[config.mk]
export PLATFORM = sky130hd
export DESIGN_NAME = cpio_newc_archive_walker_flat
export DESIGN_NICKNAME = d
export VERILOG_FILES = /design/src/hw/rtl/cpio_pkg.sv /design/src/hw/rtl/cpio_stream_if.sv /design/src/hw/rtl/cpio_step.sv /design/src/hw/rtl/cpio_out_fifo.sv /design/src/hw/rtl/cpio_newc_archive_walker.sv /design/src/flat_wrapper.sv
export VERILOG_INCLUDE_DIRS = /design/src /design/src/hw/rtl
export SDC_FILE = /design/constraint.sdc
export NUM_CORES = 1
export LEC_CHECK = 0
export BUFFER_PORTS_ARGS = -buffer_cell sky130_fd_sc_hd__buf_2
export CAP_MARGIN = 20
export CORE_MARGIN = 3
export CORE_UTILIZATION = 44
export DETAILED_ROUTE_END_ITERATION = 6
export PLACE_DENSITY_LB_ADDON = 0.3
export SLEW_MARGIN = 25
export SYNTH_ARGS = -nofsm -noshare
export SYNTH_HDL_FRONTEND = slang
export SYNTH_SLANG_ARGS = --single-unit
[constraint.sdc]
create_clock -name clk -period 6.5 [get_ports clk]
set_input_delay 0.65 -clock clk [delete_from_list [all_inputs] [get_ports clk]]
set_output_delay 0.65 -clock clk [all_outputs]
set_load 0.02 [all_outputs]
[src/hw/rtl/assert_macros.svh]
// ---------------------------------------------------------------------------
// assert_macros.svh
// shared concurrent assertion macros, compiled out with NO_ASSERTIONS
// ---------------------------------------------------------------------------
`ifndef ASSERT_MACROS_SVH
`define ASSERT_MACROS_SVH

`ifndef NO_ASSERTIONS

// same-cycle implication, disabled while reset is asserted
`define ASSERT_IMPL(lbl, clk_s, rstn_s, ante, cons) \
  lbl: assert property (@(posedge clk_s) disable iff (!rstn_s) (ante) |-> (cons)) \
    else $error("implication check failed");

// next-cycle implication, disabled while reset is asserted
`define ASSERT_NEXT(lbl, clk_s, rstn_s, ante, cons) \
  lbl: assert property (@(posedge clk_s) disable iff (!rstn_s) (ante) |=> (cons)) \
    else $error("next-cycle check failed");

`else

`define ASSERT_IMPL(lbl, clk_s, rstn_s, ante, cons)
`define ASSERT_NEXT(lbl, clk_s, rstn_s, ante, cons)

`endif

`endif

[src/hw/rtl/cpio_pkg.sv]
// ---------------------------------------------------------------------------
// cpio_pkg
// types, constants and helper functions of the cpio newc archive walker
// ---------------------------------------------------------------------------
package cpio_pkg;

  // result kinds
  typedef enum logic [2:0] {
    K_PATH        = 3'd0,
    K_PATH_END    = 3'd1,
    K_DATA        = 3'd2,
    K_ENTRY_END   = 3'd3,
    K_ARCHIVE_END = 3'd4
  } kind_t;

  // walker phase, one-hot
  typedef enum logic [3:0] {
    PH_HEADER = 4'b0001,
    PH_NAME   = 4'b0010,
    PH_DATA   = 4'b0100,
    PH_DONE   = 4'b1000
  } phase_t;

  typedef struct packed {
    logic [7:0] data;
    kind_t      kind;
  } res_t;

  // up to two results per byte; v1 implies v0
  typedef struct packed {
    logic v0;
    logic v1;
    res_t r0;
    res_t r1;
  } step_res_t;

  typedef struct packed {
    logic room2;
    logic empty;
  } fifo_stat_t;

  localparam logic [6:0] HDR_LAST    = 7'd109;
  localparam logic [6:0] FSIZE_LAST  = 7'd61;
  localparam logic [6:0] NSIZE_LAST  = 7'd101;
  localparam logic [1:0] HDR_LEN_LO2 = 2'd2;   // 110 mod 4
  localparam logic [3:0] TRAILER_LEN = 4'd10;

  function automatic logic [7:0] trailer_char(input logic [3:0] idx);
    logic [7:0] c;
    case (idx)
      4'd0:    c = 8'h54; // T
      4'd1:    c = 8'h52; // R
      4'd2:    c = 8'h41; // A
      4'd3:    c = 8'h49; // I
      4'd4:    c = 8'h4c; // L
      4'd5:    c = 8'h45; // E
      4'd6:    c = 8'h52; // R
      4'd7:    c = 8'h21; // !
      4'd8:    c = 8'h21;
      4'd9:    c = 8'h21;
      default: c = 8'h00;
    endcase
    return c;
  endfunction

  // any non-hex character counts as zero
  function automatic logic [3:0] hex_value(input logic [7:0] c);
    logic [3:0] v;
    v = 4'd0;
    if (c >= 8'h30 && c <= 8'h39) v = 4'(c - 8'h30);
    else if (c >= 8'h61 && c <= 8'h66) v = 4'(c - 8'h57);
    else if (c >= 8'h41 && c <= 8'h46) v = 4'(c - 8'h37);
    return v;
  endfunction

  function automatic logic [31:0] sat_add_pad(input logic [31:0] n, input logic [1:0] p);
    logic [32:0] s;
    s = {1'b0, n} + 33'(p);
    return s[32] ? 32'hffff_ffff : s[31:0];
  endfunction

  // name region: name padded so that header plus name end on a 4-byte boundary
  function automatic logic [31:0] pad_name(input logic [31:0] n);
    logic [1:0] p;
    p = 2'd0 - (HDR_LEN_LO2 + n[1:0]);
    return sat_add_pad(n, p);
  endfunction

  function automatic logic [31:0] pad_data(input logic [31:0] n);
    logic [1:0] p;
    p = 2'd0 - n[1:0];
    return sat_add_pad(n, p);
  endfunction

endpackage

[src/hw/rtl/cpio_stream_if.sv]
// ---------------------------------------------------------------------------
// cpio stream interfaces
// valid/ready channels for archive bytes in and walker results out
// ---------------------------------------------------------------------------
interface cpio_in_if;
  logic       valid;
  logic       ready;
  logic [7:0] archive_byte;

  modport source (output valid, output archive_byte, input ready);
  modport sink   (input valid, input archive_byte, output ready);
endinterface

interface cpio_out_if;
  logic                valid;
  logic                ready;
  logic [7:0]          out_byte;
  cpio_pkg::kind_t     kind;

  modport source (output valid, output out_byte, output kind, input ready);
  modport sink   (input valid, input out_byte, input kind, output ready);
endinterface

[src/hw/rtl/cpio_step.sv]
// ---------------------------------------------------------------------------
// cpio_step
// per-byte walker state and result generation for one archive byte
// ---------------------------------------------------------------------------
`include "assert_macros.svh"

module cpio_step (
  input  logic                  clk,
  input  logic                  rst_n,
  input  logic                  step_en,
  input  logic [7:0]            byte_in,
  output cpio_pkg::step_res_t   res
);

  cpio_pkg::phase_t phase_r, phase_nxt;
  logic [6:0]  hdr_cnt_r, hdr_cnt_nxt;
  logic [31:0] hex_acc_r, hex_acc_nxt;
  logic [31:0] name_size_r, name_size_nxt;
  logic [31:0] file_size_r, file_size_nxt;
  logic [31:0] region_r, region_nxt;
  logic [3:0]  trl_idx_r, trl_idx_nxt;
  logic        trl_match_r, trl_match_nxt;
  logic        path_ended_r, path_ended_nxt;

  logic [31:0] acc_shift;
  logic [31:0] rem_dec;
  logic        last;
  logic        done_now;
  logic        first_emit;
  logic        ee_emit;
  cpio_pkg::res_t first_res;

  assign acc_shift = {hex_acc_r[27:0], cpio_pkg::hex_value(byte_in)};
  assign rem_dec   = (region_r == 32'd0) ? 32'd0 : region_r - 32'd1;
  assign last      = (region_r <= 32'd1);

  always_comb begin
    phase_nxt      = phase_r;
    hdr_cnt_nxt    = hdr_cnt_r;
    hex_acc_nxt    = hex_acc_r;
    name_size_nxt  = name_size_r;
    file_size_nxt  = file_size_r;
    region_nxt     = region_r;
    trl_idx_nxt    = trl_idx_r;
    trl_match_nxt  = trl_match_r;
    path_ended_nxt = path_ended_r;
    done_now       = 1'b0;
    first_emit     = 1'b0;
    ee_emit        = 1'b0;
    first_res      = '{data: 8'd0, kind: cpio_pkg::K_PATH};

    unique case (phase_r)
      cpio_pkg::PH_HEADER: begin
        hex_acc_nxt = acc_shift;
        if (hdr_cnt_r == cpio_pkg::FSIZE_LAST) file_size_nxt = acc_shift;
        if (hdr_cnt_r == cpio_pkg::NSIZE_LAST) name_size_nxt = acc_shift;
        if (hdr_cnt_r >= cpio_pkg::HDR_LAST) begin
          region_nxt     = cpio_pkg::pad_name(name_size_r);
          phase_nxt      = cpio_pkg::PH_NAME;
          hdr_cnt_nxt    = 7'd0;
          path_ended_nxt = 1'b0;
          trl_idx_nxt    = 4'd0;
          trl_match_nxt  = 1'b1;
        end else begin
          hdr_cnt_nxt = hdr_cnt_r + 7'd1;
        end
      end
      cpio_pkg::PH_NAME: begin
        region_nxt = rem_dec;
        if (!path_ended_r) begin
          first_emit = 1'b1;
          if (byte_in != 8'd0 && !last) begin
            first_res = '{data: byte_in, kind: cpio_pkg::K_PATH};
            if (trl_idx_r < cpio_pkg::TRAILER_LEN &&
                byte_in == cpio_pkg::trailer_char(trl_idx_r)) begin
              trl_idx_nxt = trl_idx_r + 4'd1;
            end else begin
              trl_match_nxt = 1'b0;
            end
          end else begin
            path_ended_nxt = 1'b1;
            if (trl_match_r && trl_idx_r == cpio_pkg::TRAILER_LEN) begin
              first_res = '{data: 8'd0, kind: cpio_pkg::K_ARCHIVE_END};
              phase_nxt = cpio_pkg::PH_DONE;
              done_now  = 1'b1;
            end else begin
              first_res = '{data: 8'd0, kind: cpio_pkg::K_PATH_END};
            end
          end
        end
        if (last && !done_now) begin
          region_nxt = cpio_pkg::pad_data(file_size_r);
          phase_nxt  = cpio_pkg::PH_DATA;
          // padded data size is zero only for an empty file
          if (file_size_r == 32'd0) begin
            ee_emit     = 1'b1;
            phase_nxt   = cpio_pkg::PH_HEADER;
            hdr_cnt_nxt = 7'd0;
            hex_acc_nxt = 32'd0;
          end
        end
      end
      cpio_pkg::PH_DATA: begin
        region_nxt = rem_dec;
        if (byte_in != 8'd0) begin
          first_emit = 1'b1;
          first_res  = '{data: byte_in, kind: cpio_pkg::K_DATA};
        end
        if (rem_dec == 32'd0) begin
          ee_emit     = 1'b1;
          phase_nxt   = cpio_pkg::PH_HEADER;
          hdr_cnt_nxt = 7'd0;
          hex_acc_nxt = 32'd0;
        end
      end
      cpio_pkg::PH_DONE: begin
      end
      default: begin
        phase_nxt = cpio_pkg::PH_HEADER;
      end
    endcase
  end

  // pack results: entry end takes the second slot when something came first
  always_comb begin
    res.v0 = step_en && (first_emit || ee_emit);
    res.v1 = step_en && first_emit && ee_emit;
    res.r0 = first_emit ? first_res : '{data: 8'd0, kind: cpio_pkg::K_ENTRY_END};
    res.r1 = '{data: 8'd0, kind: cpio_pkg::K_ENTRY_END};
  end

  always_ff @(posedge clk) begin
    if (!rst_n) begin
      phase_r      <= cpio_pkg::PH_HEADER;
      hdr_cnt_r    <= 7'd0;
      hex_acc_r    <= 32'd0;
      name_size_r  <= 32'd0;
      file_size_r  <= 32'd0;
      region_r     <= 32'd0;
      trl_idx_r    <= 4'd0;
      trl_match_r  <= 1'b1;
      path_ended_r <= 1'b0;
    end else if (step_en) begin
      phase_r      <= phase_nxt;
      hdr_cnt_r    <= hdr_cnt_nxt;
      hex_acc_r    <= hex_acc_nxt;
      name_size_r  <= name_size_nxt;
      file_size_r  <= file_size_nxt;
      region_r     <= region_nxt;
      trl_idx_r    <= trl_idx_nxt;
      trl_match_r  <= trl_match_nxt;
      path_ended_r <= path_ended_nxt;
    end
  end

  `ASSERT_IMPL(a_done_silent, clk, rst_n, phase_r == cpio_pkg::PH_DONE, !res.v0)
  `ASSERT_IMPL(a_second_needs_first, clk, rst_n, res.v1, res.v0 && ee_emit)
  `ASSERT_IMPL(a_hdr_cnt_range, clk, rst_n, phase_r == cpio_pkg::PH_HEADER,
               hdr_cnt_r <= cpio_pkg::HDR_LAST)

endmodule

[src/hw/rtl/cpio_out_fifo.sv]
// ---------------------------------------------------------------------------
// cpio_out_fifo
// result queue, up to two writes and one read per cycle, drives the result channel
// ---------------------------------------------------------------------------
`include "assert_macros.svh"

module cpio_out_fifo #(
  parameter int DEPTH = 4  // power of two, at least 4
) (
  input  logic                 clk,
  input  logic                 rst_n,
  input  cpio_pkg::step_res_t  push,
  output cpio_pkg::fifo_stat_t stat,
  cpio_out_if.source           out_ch
);

  localparam int AW = $clog2(DEPTH);
  localparam int CW = AW + 1;

  cpio_pkg::res_t mem_r [DEPTH];
  logic [AW-1:0] wr_ptr_r, wr_ptr_nxt;
  logic [AW-1:0] rd_ptr_r, rd_ptr_nxt;
  logic [CW-1:0] count_r, count_nxt;
  logic [CW-1:0] push_n;
  logic          pop;

  assign pop        = out_ch.valid && out_ch.ready;
  assign push_n     = CW'(push.v0) + CW'(push.v1);
  assign wr_ptr_nxt = wr_ptr_r + AW'(push_n);
  assign rd_ptr_nxt = rd_ptr_r + AW'(pop);
  assign count_nxt  = count_r + push_n - CW'(pop);

  assign stat.room2 = (count_r <= CW'(DEPTH - 2));
  assign stat.empty = (count_r == '0);

  assign out_ch.valid    = !stat.empty;
  assign out_ch.out_byte = mem_r[rd_ptr_r].data;
  assign out_ch.kind     = mem_r[rd_ptr_r].kind;

  always_ff @(posedge clk) begin
    if (push.v0) mem_r[wr_ptr_r] <= push.r0;
    if (push.v1) mem_r[wr_ptr_r + AW'(1)] <= push.r1;
  end

  always_ff @(posedge clk) begin
    if (!rst_n) begin
      wr_ptr_r <= '0;
      rd_ptr_r <= '0;
      count_r  <= '0;
    end else begin
      wr_ptr_r <= wr_ptr_nxt;
      rd_ptr_r <= rd_ptr_nxt;
      count_r  <= count_nxt;
    end
  end

  `ASSERT_IMPL(a_count_bound, clk, rst_n, 1'b1, count_r <= CW'(DEPTH))
  `ASSERT_IMPL(a_push_has_room, clk, rst_n, push.v0, stat.room2)

endmodule

[src/hw/rtl/cpio_newc_archive_walker.sv]
// ---------------------------------------------------------------------------
// cpio_newc_archive_walker
// walks a cpio newc archive byte by byte and emits path bytes, data bytes
// and entry / archive markers
// ---------------------------------------------------------------------------
//
//  channel  | dir | payload                    | transfer when
//  ---------+-----+----------------------------+----------------------
//  in_ch    | in  | archive_byte[7:0]          | valid && ready
//  out_ch   | out | out_byte[7:0], kind[2:0]   | valid && ready
//
//  one archive byte per cycle is taken while the queue has room for two
//  results, limited by the single-pass step logic behind the input register;
//  a byte's results are queued for out_ch when it leaves the input register
//  a byte yields at most two results (path end or data byte, plus entry
//  end), which leave the result queue one per cycle while out_ch is ready
//  in_ch stalls only while the byte in the input register waits for two free
//  queue entries; a stalled out_ch fills the queue and then backs up in_ch
//  synchronous active-low reset returns the walker to the first header byte
//  and empties the queue
//
`include "assert_macros.svh"

module cpio_newc_archive_walker #(
  parameter int FIFO_DEPTH = 4  // result queue entries, power of two >= 4
) (
  input  logic       clk,
  input  logic       rst_n,
  cpio_in_if.sink    in_ch,
  cpio_out_if.source out_ch
);

  // input register: holds one byte until the step logic can take it
  logic       in_valid_r;
  logic [7:0] in_byte_r;
  logic       fire;

  cpio_pkg::step_res_t  step_res;
  cpio_pkg::fifo_stat_t fifo_stat;

  // the step runs when the queue can absorb the worst case of two results
  assign fire        = in_valid_r && fifo_stat.room2;
  assign in_ch.ready = !in_valid_r || fire;

  always_ff @(posedge clk) begin
    if (!rst_n) begin
      in_valid_r <= 1'b0;
    end else if (in_ch.valid && in_ch.ready) begin
      in_valid_r <= 1'b1;
    end else if (fire) begin
      in_valid_r <= 1'b0;
    end
  end

  // payload register, no reset needed
  always_ff @(posedge clk) begin
    if (in_ch.valid && in_ch.ready) begin
      in_byte_r <= in_ch.archive_byte;
    end
  end

  // header counting, size fields, path and data emission
  cpio_step u_step (
    .clk     (clk),
    .rst_n   (rst_n),
    .step_en (fire),
    .byte_in (in_byte_r),
    .res     (step_res)
  );

  // results queue toward the consumer
  cpio_out_fifo #(
    .DEPTH (FIFO_DEPTH)
  ) u_out_fifo (
    .clk    (clk),
    .rst_n  (rst_n),
    .push   (step_res),
    .stat   (fifo_stat),
    .out_ch (out_ch)
  );

  // a waiting byte that is not consumed stays in the input register
  `ASSERT_NEXT(a_hold_input, clk, rst_n, in_valid_r && !fire, in_valid_r)
  `ASSERT_IMPL(a_results_only_on_fire, clk, rst_n, step_res.v0, fire)

endmodule
[src/flat_wrapper.sv]
// flat-port wrapper written by rule: the top's interface ports become plain ports
module cpio_newc_archive_walker_flat 
#(
  parameter int FIFO_DEPTH = 4                                            
)
  (clk, rst_n, in_ch_valid, in_ch_archive_byte, in_ch_ready, out_ch_valid, out_ch_out_byte, out_ch_kind, out_ch_ready);
  cpio_in_if in_ch_i ();
  cpio_out_if out_ch_i ();
  input  logic clk;
  input  logic rst_n;
  input wire logic [$bits(in_ch_i.valid)-1:0] in_ch_valid;
  input wire logic [$bits(in_ch_i.archive_byte)-1:0] in_ch_archive_byte;
  output wire logic [$bits(in_ch_i.ready)-1:0] in_ch_ready;
  output wire logic [$bits(out_ch_i.valid)-1:0] out_ch_valid;
  output wire logic [$bits(out_ch_i.out_byte)-1:0] out_ch_out_byte;
  output wire logic [$bits(out_ch_i.kind)-1:0] out_ch_kind;
  input wire logic [$bits(out_ch_i.ready)-1:0] out_ch_ready;
  assign in_ch_i.valid = in_ch_valid;
  assign in_ch_i.archive_byte = in_ch_archive_byte;
  assign in_ch_ready = in_ch_i.ready;
  assign out_ch_valid = out_ch_i.valid;
  assign out_ch_out_byte = out_ch_i.out_byte;
  assign out_ch_kind = out_ch_i.kind;
  assign out_ch_i.ready = out_ch_ready;
  cpio_newc_archive_walker #(.FIFO_DEPTH(FIFO_DEPTH)) u_core (.clk(clk), .rst_n(rst_n), .in_ch(in_ch_i), .out_ch(out_ch_i));
endmodule
Word level (Yosys, flattened, before mapping)
Memories as Yosys holds them, arrays and structs flattened. A register that Yosys moved wholly into a read port is not among the register bits.
Cells that the tools add are included.
{"block": "totals", "in_bits": 12, "romBits": 112, "memories": 2, "output_inout_bits": 13, "reg_bits": 157, "ramBits": 44}
{"block": "classes", "n_eq_ne": 19, "order_cmp": 10, "n_mux": 69, "bitwise": 1, "n_reduce_logical": 35, "add_sub_neg": 17}
{"name": "(name not given)", "depth": 16, "width": 7, "read_ports": 1, "rd_clocked_by_memory_dff": 1, "write_ports": 0, "line_no": "cpio_pkg.sv:50", "text": "case (idx)"}
{"name": "u_core.u_out_fifo.mem_r", "depth": 4, "width": 11, "read_ports": 1, "rd_clocked_by_memory_dff": 1, "write_ports": 2, "line_no": "cpio_out_fifo.sv:20", "text": "cpio_pkg::res_t mem_r [DEPTH];"}
{"op": "$mux 32", "n": 5}
{"op": "$logic_not 32->1", "n": 3}
{"op": "$pmux 32 s3", "n": 1}
{"op": "$mux 28", "n": 3}
{"op": "$pmux 28 s3", "n": 1}
{"op": "$add 32x2->33", "n": 2}
{"op": "$mux 4", "n": 15}
{"op": "$mux 11", "n": 4}
{"op": "$le 32x1->1 const B", "n": 1}
{"op": "$sub 32x1->32 const B", "n": 1}
{"op": "$mux 7", "n": 4}
{"op": "$mux 8", "n": 3}
{"op": "$mux 1", "n": 22}
{"op": "$pmux 11 s2", "n": 1}
{"op": "$pmux 7 s3", "n": 1}
{"op": "$ge 8x7->1 const B", "n": 2}
{"op": "$le 8x7->1 const B", "n": 2}
{"op": "$ne 2x2->1 const B", "n": 8}
{"op": "$pmux 4 s4", "n": 1}
{"op": "$logic_and 1x1->1", "n": 13}
{"op": "$reduce_and 3->1", "n": 4}
{"op": "$reduce_and 6->1", "n": 2}
{"op": "$ne 3x3->1 const B", "n": 3}
{"op": "$eq 4x4->1 const B", "n": 2}
{"op": "36 further kinds", "n": 47}

Longest topological paths before layout
Gate-level depths: netlist of the first run.
{"block": "depth", "depth_word": 15, "ltp_mapped": 20, "mapped_depth_nobuf": 19}

By module
From an unflattened synthesis of the first run, not the netlist that was laid out.
{"block": "hier_totals", "cells_unflattened": 1406, "area_unflattened_um2": 12326.8}
{"module": "cpio_step", "n_inst": 1, "cells_per_inst": 1243, "area_per_inst_um2": 9350.2}
{"module": "cpio_out_fifo", "n_inst": 1, "cells_per_inst": 149, "area_per_inst_um2": 2671.3}
{"module": "cpio_newc_archive_walker", "n_inst": 1, "cells_per_inst": 14, "area_per_inst_um2": 305.3}

Worst setup path before layout of the first run
Ideal clock, no wire load.
{"block": "synth_path", "path_kind": "reg2reg", "startpoint": "register u_core.u_step.region_r[0]", "endpoint": "register u_core.u_out_fifo.count_r[2]", "arrival_time_ns": 4.447, "n_path_buf": 2, "period_less_slack_ns": 4.575, "setup_slack_ns": 1.925, "stages_incl_launch_ff": 20, "required_time_ns": 6.372, "cell_sequence": "dfxtp_1 or4_1 clkbuf_1 nor4_1 xor2_1 a21o_1 nor4_1 nand2_2 a21oi_4 buf_2 ha_1 inv_1 ha_1 inv_1 ha_1 inv_1 fa_1 xnor2_1 xnor2_1 nor2_1"}
{"block": "synth_via", "elab_chain_cells": 15, "word_cells_on_any_way": 21}
{"item": "start: declaration", "line_no": "cpio_step.sv:20", "text": "logic [31:0] region_r, region_nxt;"}
{"item": "start signal: assignment", "line_no": "cpio_step.sv:149", "text": "region_r <= region_nxt;"}
{"item": "$le 32x1->1", "line_no": "cpio_step.sv:35", "text": "assign last = (region_r <= 32'd1);"}
{"item": "$logic_not 1->1", "line_no": "cpio_step.sv:72", "text": "if (byte_in != 8'd0 && !last) begin"}
{"item": "$logic_and 1x1->1", "line_no": "cpio_step.sv:72"}
{"item": "$mux 1", "line_no": "cpio_step.sv:72"}
{"item": "$mux 1", "line_no": "cpio_step.sv:70", "text": "if (!path_ended_r) begin"}
{"item": "$mux 1", "line_no": "cpio_step.sv:52", "text": "unique case (phase_r)"}
{"item": "$logic_not 1->1", "line_no": "cpio_step.sv:91", "text": "if (last && !done_now) begin"}
{"item": "$logic_and 1x1->1", "line_no": "cpio_step.sv:91"}
{"item": "$mux 1", "line_no": "cpio_step.sv:91"}
{"item": "$pmux 1 s2 (*)", "line_no": "cpio_step.sv:52"}
{"item": "$logic_or 1x1->1", "line_no": "cpio_step.sv:126", "text": "res.v0 = step_en && (first_emit || ee_emit);"}
{"item": "$logic_and 1x1->1", "line_no": "cpio_step.sv:126"}
{"item": "$add 1x1->2 (*)", "line_no": "cpio_out_fifo.sv:28", "text": "assign push_n = CW'(push.v0) + CW'(push.v1);"}
{"item": "$add 3x2->3 (*)", "line_no": "cpio_out_fifo.sv:31", "text": "assign count_nxt = count_r + push_n - CW'(pop);"}
{"item": "$sub 3x1->3 (*)", "line_no": "cpio_out_fifo.sv:31"}
{"item": "end signal: assignment", "line_no": "cpio_out_fifo.sv:53", "text": "count_r <= count_nxt;"}
{"item": "end: declaration", "line_no": "cpio_out_fifo.sv:23", "text": "logic [CW-1:0] count_r, count_nxt;"}
Every way passes the cells marked *; elsewhere a longest branch is shown, timed or not. The select of a mux whose other input is x is not followed.
A chain may end at the register's enable or synchronous reset.

Final worst setup path of the first run
Ends and elaborated chain as after synthesis.

==> results of run 1 <==
-- critical path: cells and delay by family (launching register included) --
family / cells / cell delay [ns]
compound gates: 2 / 0.43
xor+xnor: 3 / 0.59
fa+ha+maj: 4 / 0.99
buf+inv: 3 / 0.18
flops: 1 / 0.36
simple gates: 5 / 2.49
-- per-layer routing --
layer / global-route usage (%) / vias to the layer above
met5: 0 / -
met1: 37.5 / 5789
met2: 38.4 / 475
li1: - / 5631
met4: 6.76 / 0
met3: 4.13 / 55
-- cells by family (layout without fill, tap and decap cells) --
group                    count (synthesis)  in the layout  synth area share (%)
flip-flops                             208            208                  34.5
buffers and inverters                  149            115                  4.78
adder cells (fa/ha/maj)                 24             24                  2.50
XOR/XNOR                                96             96                  6.84
AND/OR/NAND/NOR                        648            648                  26.5
multiplexers                            26             26                  3.25
AO/OA/AOI/OAI                          417            417                  21.6
-- cell type report --
cell class	count	area [µm²]	share of cell area, %
multi-input combinational	1211	7540	55.7
inverter	25	93.8	0.693
tap	372	465	3.44
clock inverter	13	214	1.58
sequential	208	4240	31.3
clock buffer	31	678	5.01
timing repair buffer	46	305	2.25
-- state kept, by name, indices dropped and copies added (netlist names), 3 cells and up, named ones only --
name                       cells
u_core.u_out_fifo.mem_r       44
u_core.u_step.hdr_cnt_r        7
u_core.u_step.region_r        32
u_core.u_step.file_size_r     32
u_core.u_step.trl_idx_r        4
u_core.u_step.phase_r          4
u_core.u_step.hex_acc_r       28
u_core.in_byte_r               8
u_core.u_out_fifo.count_r      3
u_core.u_step.name_size_r     32
-- power by group --
part | total [mW] | internal (mW) | leakage [nW] | switching [mW]
combinational | 0.190 | 0.0828 | 2.61 | 0.107
sequential | 1.36 | 1.30 | 1.69 | 0.0524
clock | 1.52 | 0.941 | 0.434 | 0.580
-- through the flow --
| stage | worst slack (ns) | instance area, µm² | hold slack, ns | instances | util, % |
|---|---|---|---|---|---|
| CTS | 1.39 | 13500 | 0.263 | 1905 | 49.7 |
| detailed placement | 1.41 | 12600 | 0.458 | 1861 | 46.4 |
| floorplan | 1.92 | 12300 | 0.436 | 1568 | - |
| global route | 0.981 | 13500 | 0.272 | 1906 | 49.8 |
| global placement | 1.50 | 12600 | 0.448 | 1861 | 46.4 |
| finish | 1.32 | 13500 | 0.281 | 1906 | 49.8 |
-- layout by cell type, fill, tap and decap left out, types with 9 or more instances in the layout --
cell and instances:
nand2_1 236, dfxtp_1 200, a21oi_1 113, o21ai_0 97
nor2_1 90, nand3_1 83, xnor2_1 61, a31oi_1 55
a31o_2 38, xor2_1 35, nand4_1 33, or4_1 33
nor4_1 30, nor3_1 28, clkbuf_16 25, inv_1 24
buf_2 24, ha_1 23, and2_1 22, buf_4 21
a22oi_1 16, or3_1 15, mux2i_1 14, a211oi_1 13
or2_2 12, a21o_1 12, mux4_2 11, nand2b_1 9
o211ai_1 9
-- final timing paths --
kind / start / to / slack, ns / cells past startpoint
min: in_ch_archive_byte[1] / u_core.in_byte_r[1] / 0.28 / 1
max: u_core.u_step.region_r[0] / u_core.u_out_fifo.count_r[2] / 1.32 / 17
max reg2reg: u_core.u_step.region_r[0] / u_core.u_out_fifo.count_r[2] / 1.32 / 17
min reg2reg: u_core.u_step.hex_acc_r[20] / u_core.u_step.name_size_r[24] / 0.46 / 2
==> results.json, run 1 <==
{
  "status": "completed",
  "critical_path_required_ns": 6.90,
  "num_antenna_cells": 0,
  "cts_buffer_depth": 3,
  "maxCapViolCount": 0,
  "slew_headroom_pct": 26.0,
  "cts-hold-fix-buffers": 0,
  "rsz0062_at_grt": "false",
  "antenna_found_initial": 0,
  "io_buffers": 24,
  "wl_met1_mm": 18.2,
  "critPathMaxStageDelay_ns": 0.82,
  "grt_overflow": 0,
  "synth_area_leader_cell": "dfxtp_1",
  "route.detailed.drc": 0,
  "fin_crit_ns": 5.18,
  "detail_route.wirelength_mm": 39.4,
  "via_per_inst": 6.27,
  "die_x_um": 173,
  "netlist_area_mm2": 0.0123,
  "wl_met3_mm": 2.98,
  "synth.distinct_cells": 72,
  "numClockSinks": 208,
  "post_cts_buffers": 0,
  "crit_chain": "or4_1, nor4_1, xor2_1, a21o_1, nor4_1, nand2_2, a21oi_4, ha_1, inv_1, ha_1, inv_1, ha_1, inv_1, fa_1, xnor2_1, xnor2_1, nor2_1",
  "drt_pass1_iterations": 5,
  "setup_tns_ns": 0,
  "synth.most_common_cell": "nand2_1",
  "synthTopCellsByArea": "dfxtp_1 (33%), nand2_1 (7.2%), a21oi_1 (4.6%), xnor2_1 (4.3%), o21ai_0 (3.9%)",
  "drv_slew": 0,
  "p_total_mw": 3.07,
  "timing.fmax_mhz": 193,
  "ir_drop_mv": 0.186,
  "slowest_stage": "nor4_1",
  "worst_slew_pin_slew_ns": 1.10,
  "synthArstFlopShare_pct": 0,
  "ys_ff_latch": 208,
  "drive_above_1_share_pct": 12.0,
  "clock_latency_ns": 0.54,
  "synthCells": 1568,
  "critPathKind": "flip-flop to flip-flop",
  "yosys_warnings": 0,
  "power.density_mw_per_mm2": 227,
  "synth_top_area_share_pct": 32.6,
  "nets": 1553,
  "drt_iter0_drc": 1309,
  "grt_pass1_vias": 11000,
  "placeableCoreArea_mm2": 0.0272,
  "dpl.hpwl_mm": 26.9,
  "cts_buffers": 25,
  "h-tree-depth": 1,
  "tritoncts": "done",
  "wl_met2_mm": 17.2,
  "clock_skew_ns": 0.0103,
  "root_buffer": "clkbuf_16",
  "synth_nets": 1604,
  "rows": 60,
  "fp.dieArea_mm2": 0.0300,
  "synth_edf_count": 8,
  "top_layer_used": "met4",
  "gp_congestion": 0.988,
  "cp-start-kind": "flip-flop",
  "clkTransAtPathRegs_ns": 0.06,
  "fillCellCount": 2677,
  "cts_resized": 0,
  "worstSetupEndpointType": "flip-flop",
  "syn2layout_area_growth_pct": 10.1,
  "final_antenna_net_count": 0,
  "setup_viol": 0,
  "min_path_type": "input port to flip-flop",
  "num_vias": 12000,
  "leakagePower_nw": 4.74,
  "syn_avg_cell_area_um2": 7.84,
  "finalHoldViolations": 0,
  "critPathMaxFanout": 7,
  "yosysSeqAreaShare_pct": 34.5,
  "grt_usage_pct": 25.4,
  "timing.final.crit_share_pct": 79.7,
  "initial_utilization_pct": 45.2,
  "synth_common_cells": "nand2_1 (236), dfxtp_1 (200), a21oi_1 (113), clkbuf_1 (113), o21ai_0 (97)",
  "synth-main-ff-cell": "dfxtp_1",
  "avgRoutedWirePerCell_um": 20.6,
  "die_h_um": 173,
  "ioPinCount": 25,
  "grt_max_degree": 83,
  "critPathArrivalTime_ns": 5.58,
  "grt_pass1_wl_mm": 62.6
}
Note: power is estimated with default switching activity, not from simulation.
==> run 2, diff against run 1 <==
Clock period 6.5 ns to 4.7 ns, I/O delays scaled along.
==> results.json, run 2 (synthesis results as in run 1) <==
{
  "status": "completed",
  "dp_cells": 1892,
  "timing.final.crit_share_pct": 94.5,
  "io_buffers": 24,
  "final_antenna_net_count": 0,
  "critPathArrivalTime_ns": 4.85,
  "nets": 1583,
  "wl_met3_mm": 2.53,
  "cp-start-kind": "flip-flop",
  "clkTransAtPathRegs_ns": 0.06,
  "wl_met2_mm": 16.9,
  "clock_latency_ns": 0.54,
  "die_x_um": 173,
  "grt_usage_pct": 24.4,
  "fp.dieArea_mm2": 0.0300,
  "pre_cts_ws_ns": 0.191,
  "setup_viol": 0,
  "numClockSinks": 208,
  "drt_iter0_drc": 1186,
  "worstSetupEndpointType": "flip-flop",
  "grt_pass1_wl_mm": 61.0,
  "multi_input_area_mm2": 0.00755,
  "placeableCoreArea_mm2": 0.0272,
  "ir_drop_mv": 0.309,
  "final_common_cell": "nand2_1",
  "num_vias": 12000,
  "power_frac_seq_pct": 46.4,
  "combPwrFrac_pct": 6.3,
  "gp_congestion": 0.967,
  "antenna_found_initial": 1,
  "critical_path_required_ns": 5.11,
  "grt_overflow": 0,
  "fillCellCount": 2671,
  "clock_skew_ns": 0.0117,
  "detail_route.wirelength_mm": 38.4,
  "finalHoldViolations": 0,
  "final_cell_mix": "nand2_1 (236), dfxtp_1 (200), a21oi_1 (113)",
  "reg2reg_slack_ns": 0.26,
  "intPower_mw": 3.05,
  "critPathKind": "flip-flop to flip-flop",
  "drt_pass1_iterations": 5,
  "cts_buffer_depth": 3,
  "fin_crit_ns": 4.44,
  "netSwitchingFraction_pct": 24.5,
  "ioPinCount": 25,
  "avgRoutedWirePerCell_um": 19.8,
  "critPathMaxFanout": 6,
  "min_path_type": "input port to flip-flop",
  "setup_ws_ns": 0.257,
  "drv_slew": 0,
  "initial_utilization_pct": 45.2,
  "via_per_inst": 6.21,
  "post_cts_buffers": 0,
  "worst_slew_pin_slew_ns": 1.11,
  "num_antenna_cells": 0,
  "h-tree-depth": 1,
  "root_buffer": "clkbuf_16",
  "fin_cells": 1937,
  "largest_register_ff_count": 44,
  "dpl.hpwl_mm": 26.7,
  "rows": 60,
  "syn2layout_area_growth_pct": 11.3,
  "switching_power_mw": 0.991,
  "grt_max_degree": 61,
  "tritoncts": "done",
  "route.detailed.drc": 0,
  "cts_buffers": 25,
  "hold_slack_ns": 0.105,
  "clkPwrFrac_pct": 47.3,
  "leakagePower_nw": 4.83,
  "grt_pass1_vias": 11200,
  "drive_above_1_share_pct": 13.7,
  "slew_headroom_pct": 25.7,
  "timing.fmax_mhz": 225,
  "power.density_mw_per_mm2": 295,
  "wl_met1_mm": 17.8,
  "top_register": "u_core.u_out_fifo.mem_r",
  "maxCapViolCount": 0,
  "seqCellArea_mm2": 0.00424,
  "top_layer_used": "met5",
  "die_h_um": 173
}
==> run 2: cell types whose count changed in the layout (fill, tap and decap cells not counted), sizes merged <==
| cell | delta |
|---|---|
| buf | +30 |
| bufinv | -4 |
| clkbuf | +5 |
==> run 2: area by class of cell <==
| type | instances | area share [%] |
|---|---|---|
| clock buffers | 36 | 5.32 |
| multi-input cells | 1211 | 55.2 |
| well taps | 372 | 3.40 |
| clock inverters | 9 | 0.658 |
| flip-flops and latches | 208 | 31.0 |
| inverters | 25 | 0.686 |
| repair buffers | 76 | 3.73 |
==> run 2: worst paths after layout <==
check | from | endpoint | cells after the start
max | u_core.u_step.region_r[1] | u_core.u_out_fifo.count_r[2] | 18
min | in_ch_archive_byte[4] | u_core.in_byte_r[4] | 1
max reg2reg | u_core.u_step.region_r[1] | u_core.u_out_fifo.count_r[2] | 18
min reg2reg | u_core.u_step.hex_acc_r[0] | u_core.u_step.file_size_r[4] | 2
==> run 2: layer usage <==
metal  track usage (%)  up-vias
met5                 0        -
met4              7.09        2
met3              3.05       78
met2              37.9      470
met1              35.7     5790
li1                  -     5686
==> run 2: critical path, cell delays in order (launching register included) <==
cell and delay, ns:
dfxtp_1 0.34, or4_1 0.60, or3_4 0.47, o31a_1 0.31, or2_2 0.34, nor4_1 0.20
and4_1 0.25, o21ai_0 0.09, a21oi_1 0.21, ha_1 0.27, inv_1 0.06, ha_1 0.21
inv_1 0.06, ha_1 0.13, inv_1 0.04, fa_1 0.37, xnor2_1 0.18, xnor2_1 0.14
nor2_1 0.05
==> run 2: power by group through the flow <==
stage	sequential (mW)	combinational (mW)	clock, mW
CTS	1.87	0.257	1.95
global route	1.88	0.278	2.02
floorplan	1.86	0.232	0
finish	1.87	0.255	1.91
detailed placement	1.91	0.256	0
global placement	1.91	0.252	0
==> run 2: stage by stage <==
| step | area, µm² | setup TNS [ns] | total power [mW] | util, % |
|---|---|---|---|---|
| final | 13700 | 0 | 4.04 | 50.3 |
| after global routing | 13700 | -0.0405 | 4.18 | 50.3 |
| after CTS | 13600 | 0 | 4.08 | 50.2 |
| after detailed placement | 12800 | 0 | 2.17 | 47.2 |
| after global placement | 12800 | 0 | 2.16 | 47.2 |
| after floorplan | 12300 | 0 | 2.09 | - |
==> run 2: what timing repair did <==
item                                    in CTS  in global routing
endpoints found under the setup margin       0                  1
hold buffers                                 0                  0
gates resized for setup                      0                  6
